File: src/rtl/fresnel_sqrt.sv
module fresnel_sqrt
(
    input  logic        clk,
    input  logic        rst_n,
    input  logic        en,
    input  logic [57:0] radicand,
    input  logic        in_valid,
    output logic [28:0] root,
    output logic        out_valid
);

    localparam int STEPS = 29;

    logic [57:0] x_reg  [STEPS+1];
    logic [28:0] r_reg  [STEPS+1];
    logic [STEPS:0] v_reg;

    assign x_reg[0] = radicand;
    assign r_reg[0] = '0;
    assign v_reg[0] = in_valid;

    genvar g;
    generate
        for (g = 0; g < STEPS; g++)
        begin : g_step
            localparam int B = STEPS - 1 - g;
            logic [59:0] trial;
            logic [57:0] x_next;
            logic [28:0] r_next;
            // (2*r + 2^b) * 2^b with r holding the root bits above b
            assign trial = ({31'd0, r_reg[g]} << (B + 1)) + (60'd1 << (2*B));
            always_comb
            begin
                x_next = x_reg[g];
                r_next = r_reg[g];
                if ({2'b00, x_reg[g]} >= trial)
                begin
                    x_next = x_reg[g] - trial[57:0];
                    r_next = r_reg[g] | (29'd1 << B);
                end
            end
            always_ff @(posedge clk or negedge rst_n)
            begin
                if (!rst_n)
                begin
                    v_reg[g+1] <= 1'b0;
                end
                else if (en)
                begin
                    v_reg[g+1] <= v_reg[g];
                end
            end
            always_ff @(posedge clk)
            begin
                if (en)
                begin
                    x_reg[g+1] <= x_next;
                    r_reg[g+1] <= r_next;
                end
            end
        end
    endgenerate

    assign root      = r_reg[STEPS];
    assign out_valid = v_reg[STEPS];

endmodule

File: config.mk
export PLATFORM = sky130hd
export DESIGN_NAME = fresnel_sqrt
export DESIGN_NICKNAME = d
export VERILOG_FILES = /design/src/rtl/fresnel_sqrt.sv
export SDC_FILE = /design/constraint.sdc
export NUM_CORES = 2
export LEC_CHECK = 0
export BUFFER_PORTS_ARGS = -buffer_cell sky130_fd_sc_hd__buf_2
export CAP_MARGIN = 10
export CORE_ASPECT_RATIO = 0.9
export CORE_MARGIN = 8
export CORE_UTILIZATION = 40
export CTS_CLUSTER_DIAMETER = 40
export DETAILED_ROUTE_END_ITERATION = 7
export GPL_TIMING_DRIVEN = 0
export PLACE_DENSITY = 0.53
export SLEW_MARGIN = 20
export SYNTH_ARGS = -nofsm -noshare
export SYNTH_HDL_FRONTEND = slang
export SYNTH_SLANG_ARGS = --single-unit
File: constraint.sdc
create_clock -name clk -period 10.7 [get_ports clk]
set_clock_uncertainty 0.15 [all_clocks]
set_input_delay 2.14 -clock clk [delete_from_list [all_inputs] [get_ports clk]]
set_output_delay 2.14 -clock clk [all_outputs]
set_load 0.02 [all_outputs]
# Word-level counts from Yosys, hierarchy flattened
# Index checks and enable logic that the tools add are counted.
# totals
register_bits	2494
output_inout_bits	30
# classes
addsub	56
magnitude_cmp	29
muxes	29
# ops
operator	n
58-bit 2-to-1 mux	28
57-bit by 55-bit adder with 58-bit output (second input constant)	1
58-bit by 31-bit greater-or-equal comparator with 1-bit output	1
58-bit by 32-bit greater-or-equal comparator with 1-bit output	1
58-bit by 33-bit greater-or-equal comparator with 1-bit output	1
58-bit by 34-bit greater-or-equal comparator with 1-bit output	1
58-bit by 35-bit greater-or-equal comparator with 1-bit output	1
58-bit by 36-bit greater-or-equal comparator with 1-bit output	1
58-bit by 37-bit greater-or-equal comparator with 1-bit output	1
58-bit by 38-bit greater-or-equal comparator with 1-bit output	1
58-bit by 39-bit greater-or-equal comparator with 1-bit output	1
58-bit by 40-bit greater-or-equal comparator with 1-bit output	1
58-bit by 41-bit greater-or-equal comparator with 1-bit output	1
58-bit by 42-bit greater-or-equal comparator with 1-bit output	1
58-bit by 43-bit greater-or-equal comparator with 1-bit output	1
58-bit by 44-bit greater-or-equal comparator with 1-bit output	1
58-bit by 45-bit greater-or-equal comparator with 1-bit output	1
58-bit by 46-bit greater-or-equal comparator with 1-bit output	1
58-bit by 47-bit greater-or-equal comparator with 1-bit output	1
58-bit by 48-bit greater-or-equal comparator with 1-bit output	1
58-bit by 49-bit greater-or-equal comparator with 1-bit output	1
58-bit by 50-bit greater-or-equal comparator with 1-bit output	1
58-bit by 51-bit greater-or-equal comparator with 1-bit output	1
58-bit by 52-bit greater-or-equal comparator with 1-bit output	1
other kinds (63)	63

# Longest topological paths before layout
# logic_depth
ltp_word	3
depth_mapped	14
mapped_depth_nobuf	13

# Worst setup path after synthesis
# OpenSTA, ideal clock, no wires.
# synth_timing
path_kind	register to register
startpoint	register x_reg[188] in the netlist's numbering
endpoint	register x_reg[160] in the netlist's numbering (data pin)
t_arrival_ns	3.160
required_time_ns	10.284
setup_slack_ns	7.124
stages_incl_launch_ff	13
path_buffers	1
period_less_slack_ns	3.576
path_cell_list	edfxtp_1 > ha_1 > and2_1 > nand4_1 > or3b_2 > o211ai_1 > a21oi_1 > o21ai_1 > a21oi_2 > or4_1 > buf_2 > nor3_1 > xor2_1
# synth_via
elab_chain_cells	2
# synth_rtl
item	line_no	rtl
start: declaration	14	logic [57:0] x_reg [STEPS+1];
start signal: indexed assignment	57	x_reg[g+1] <= x_next;
58-bit by 33-bit subtractor with 58-bit output or 58-bit by 33-bit greater-or-equal comparator with 1-bit output (tied branches)	38, 36	
58-bit 2-to-1 mux *	36	if ({2'b00, x_reg[g]} >= trial)
named net g_step[26].x_next[44]	28	logic [57:0] x_next;
# The timed path passes the listed nets; every way through them passes the cells marked *.
# A chain may end at the register's enable or synchronous reset.

# Worst setup path in the final report
# layout_timing
startpoint	register x_reg[360] in the netlist's numbering
endpoint	register x_reg[323] in the netlist's numbering (data pin)
# layout_via
elab_chain_cells	2
# layout_rtl
item	line_no
58-bit by 36-bit subtractor with 58-bit output or 58-bit by 36-bit greater-or-equal comparator with 1-bit output (tied branches)	38, 36
58-bit 2-to-1 mux *	36
named net g_step[23].x_next[33]	28
# Marks and branches as above.

==> summary.txt <==
Run status
  • Status: complete, no violations

Die
  • Initial core utilization: between 40% and 50%
  • Die H: 487 microns
  • I/O pins: 92
  • Die area: 263000 sq um
  • Die width: 540 microns
  • Core box area: 246000 sq um
  • Site row count: 173

Final layout
  • Final Cell Area: 115000 sq um
  • Storage element area: 62600 sq um
  • Commonest non-fill, non-tap cell in the layout: edfxtp_1
  • Fillers: 22.0k
  • Multi-input gate area: about 34000 sq um
  • Fin nets: 8723
  • Largest register FFs: 1624
  • Most frequent cells in the layout: 2059 x edfxtp_1, 558 x inv_1, 508 x nor2_1, 488 x nand2_1, 482 x a21oi_1
  • Area Growth Syn to Fin: 16.7%
  • Core Util, Final: 46.8%
  • Layout cells sized above 1: between 9 and 10%

Setup path
  • CP Launch Type: flop
  • Max FO, Critical Path: 10
  • Crit Reg-Reg Endpoint: x_reg[323]$_DFFE_PP_
  • Capture point of the critical path: x_reg[323]$_DFFE_PP_
  • Worst r2r src: x_reg[360]$_DFFE_PP_
  • Critical Path RT: 11050 ps
  • Worst R2R Path Depth: 11
  • Critical Path Sink Type: flop
  • CP arrival: approximately 5600 ps
  • Crit path kind: reg -> reg
  • Critical Path Start: x_reg[360]$_DFFE_PP_
  • FF-to-FF setup slack: ~5500 ps

Power and ir drop
  • Pwr dens: approximately 230 nW/um^2
  • Final Power: 26800 uW
  • Maximum VDD drop: between 0.1 and 0.15 mV
  • Leak: ~0.043 uW

GRT
  • Most Crowded Layer GR: met2
  • Met2 usage in global routing: 27.8%
  • Global-route wire length before repair: around 370000 microns
  • Largest net degree at the start of global routing: 147
  • All-layer global routing usage: 17.9%
  • Met1 Resource Use GR: 26.4%
  • Met3 GRT Util: slightly below 3%
  • Total grt overflow: 0
  • Number of global-route vias before repair: 61.2k
  • Initial antenna violation count: 16

STA
  • F_max: 0.191 GHz
  • Max_slew headroom: 15.0%
  • Total negative slack: 0 ps
  • Final Max Tran Viols: 0
  • Final hold vios: 0
  • Final Cycle Share: 49.0%
  • Count of final setup violators: 0
  • RSZ-0062 raised after global routing: false
  • Tmin final: 5240 ps
  • Worst-Margin Slew: 1260 ps

Worst hold path
  • Hold Crit Class: reg -> reg

Synthesis
  • Post-synth ARST share: 1.39%
  • Post-Syn Nets: 8276
  • Synth unique cells: 88
  • Post-Syn Area: 98800 sq um
  • Main synth FF type: edfxtp_1
  • Seq/Total Area, Yosys: 63.3%
  • Post-synth EDFFs: between 2k and 2.5k
  • Post-Synthesis Cells: 7754
  • Seq cells post-synth: 2088
  • Syn Area/Cell: approximately 13 sq um
  • Yosys warning count: 0

Clock network
  • CTS Sinks: 2088
  • CTS tree: yes
  • Root buffer cell: clkbuf_16
  • Cts bufs inserted: roughly 340
  • Max Root-Sink Buffers: 4
  • Setup Buffers After CTS: 0
  • H-tree levels: 5
  • Cells resized by post-CTS repair: 0
  • Worst-Skew Late Latency: 870 ps
  • Clk pin slew, worst setup/hold paths: 60 ps
  • # hold bufs at CTS: 0

Placed design
  • Hpwl dp: 182000 microns
  • Placed cell area: 104000 sq um
  • Placer Congestion: 0.878
  • Port Buffers: 91

Detailed routing
  • Drt total wl: 243000 microns
  • DR vias: 62.7k
  • # DRC: 0
  • Final ANT Viol Nets: 0
  • DR WL/cell: ~21 microns
  • Drt pass-1 iters: 5
  • Initial detailed-routing violation count: 5302
  • Vias per cell: 5.35

Job
  • Max_cap viols: 0
-- per-layer routing --
layer,part of all wire (%),vias to the layer above
met1,48,30700
met4,2.1,2
met5,0.0054,-
met2,45,1558
met3,5.4,379
li1,-,30000
-- through the flow --
step           hold WS (ps)  std cells  setup WS (ps)
6_report                269      11700           5460
5_1_grt                 279      11700           5260
4_1_cts                 265      11700           5590
3_5_place_dp            278      11100           4680
3_3_place_gp            278      11100         -25530
2_1_floorplan           267       7754           7120
-- report_power, final --
part | switching (uW) | total [uW] | internal [uW]
combinational | 2760 | 4690 | 1930
clock | 4010 | 10900 | 6860
sequential | 836 | 11200 | 10400
total | 7600 | 26800 | 19200
-- critical path, cell delays in order (launching register included) --
cell and delay (ps):
edfxtp_1 410, ha_1 370, nor2b_1 150, o21ai_0 210
a21oi_1 150, or4_1 520, a31oi_1 300, o21ai_0 450
a21oi_1 510, clkbuf_1 700, buf_1 670, o21ai_0 250
-- cells in the mapped netlist, types with 21 or more instances --
cell | number | area share, %
xor2_1 | 337 | 3.0
a21o_1 | 192 | 1.5
or2_2 | 27 | 0.17
nor2_1 | 508 | 1.9
nand2b_1 | 94 | 0.60
nand4_1 | 105 | 0.66
inv_1 | 558 | 2.1
a21oi_1 | 482 | 2.4
a31oi_1 | 34 | 0.22
dfrtp_1 | 29 | 0.73
o21a_1 | 73 | 0.55
nand2_1 | 488 | 1.9
nor2b_1 | 67 | 0.42
o21bai_1 | 38 | 0.29
and2_1 | 22 | 0.14
or4_1 | 65 | 0.49
nand3b_1 | 26 | 0.20
o21ai_0 | 348 | 1.8
mux2_2 | 79 | 0.90
o31ai_1 | 25 | 0.19
nand3_1 | 122 | 0.62
nor3b_1 | 21 | 0.16
xnor2_1 | 394 | 3.5
o211ai_1 | 30 | 0.23
edfxtp_1 | 2059 | 63
or3_1 | 85 | 0.54
nor3_1 | 235 | 1.2
nor4b_1 | 32 | 0.28
nor4_1 | 265 | 1.7
a211oi_1 | 34 | 0.26
clkbuf_1 | 108 | 0.41
and3_1 | 36 | 0.23
ha_1 | 460 | 5.8
-- cells by family (layout without fill, tap and decap cells) --
kind of cell | count (synthesis) | in the layout | synth area share [%]
muxes | 96 | 96 | 1.08
other | 0 | 2 | 0
DFF | 2088 | 2088 | 63.3
adders and majority gates | 460 | 460 | 5.83
AOI/OAI and AO/OA | 1425 | 1425 | 8.89
buffers and inverters | 695 | 1413 | 2.66
and+or+nand+nor | 2259 | 2259 | 11.7
xor gates and xnor gates | 731 | 731 | 6.48
-- area by class of cell --
type / count / area share (%)
Antenna cell: 2 / 0.00434
Timing Repair Buffer: 108 / 0.776
Buffer: 135 / 0.453
Inverter: 560 / 1.82
Sequential cell: 2088 / 54.3
Tap cell: 3237 / 3.51
Clock buffer: 371 / 7.50
Clock inverter: 239 / 2.43
Multi-Input combinational cell: 4971 / 29.2
-- worst min path at each step --
stage	startpoint	slack, ps	cells past startpoint	end
3_3_place_gp	x_reg[528]$_DFFE_PP_	280	0	x_reg[470]$_DFFE_PP_
4_1_cts	x_reg[758]$_DFFE_PP_	270	0	x_reg[700]$_DFFE_PP_
2_1_floorplan	x_reg[1072]$_DFFE_PP_	270	0	x_reg[1014]$_DFFE_PP_
5_1_grt	x_reg[758]$_DFFE_PP_	280	0	x_reg[700]$_DFFE_PP_
6_report	x_reg[530]$_DFFE_PP_	270	0	x_reg[472]$_DFFE_PP_
3_5_place_dp	x_reg[758]$_DFFE_PP_	280	0	x_reg[700]$_DFFE_PP_
Note: power is estimated with default switching activity, not from simulation.
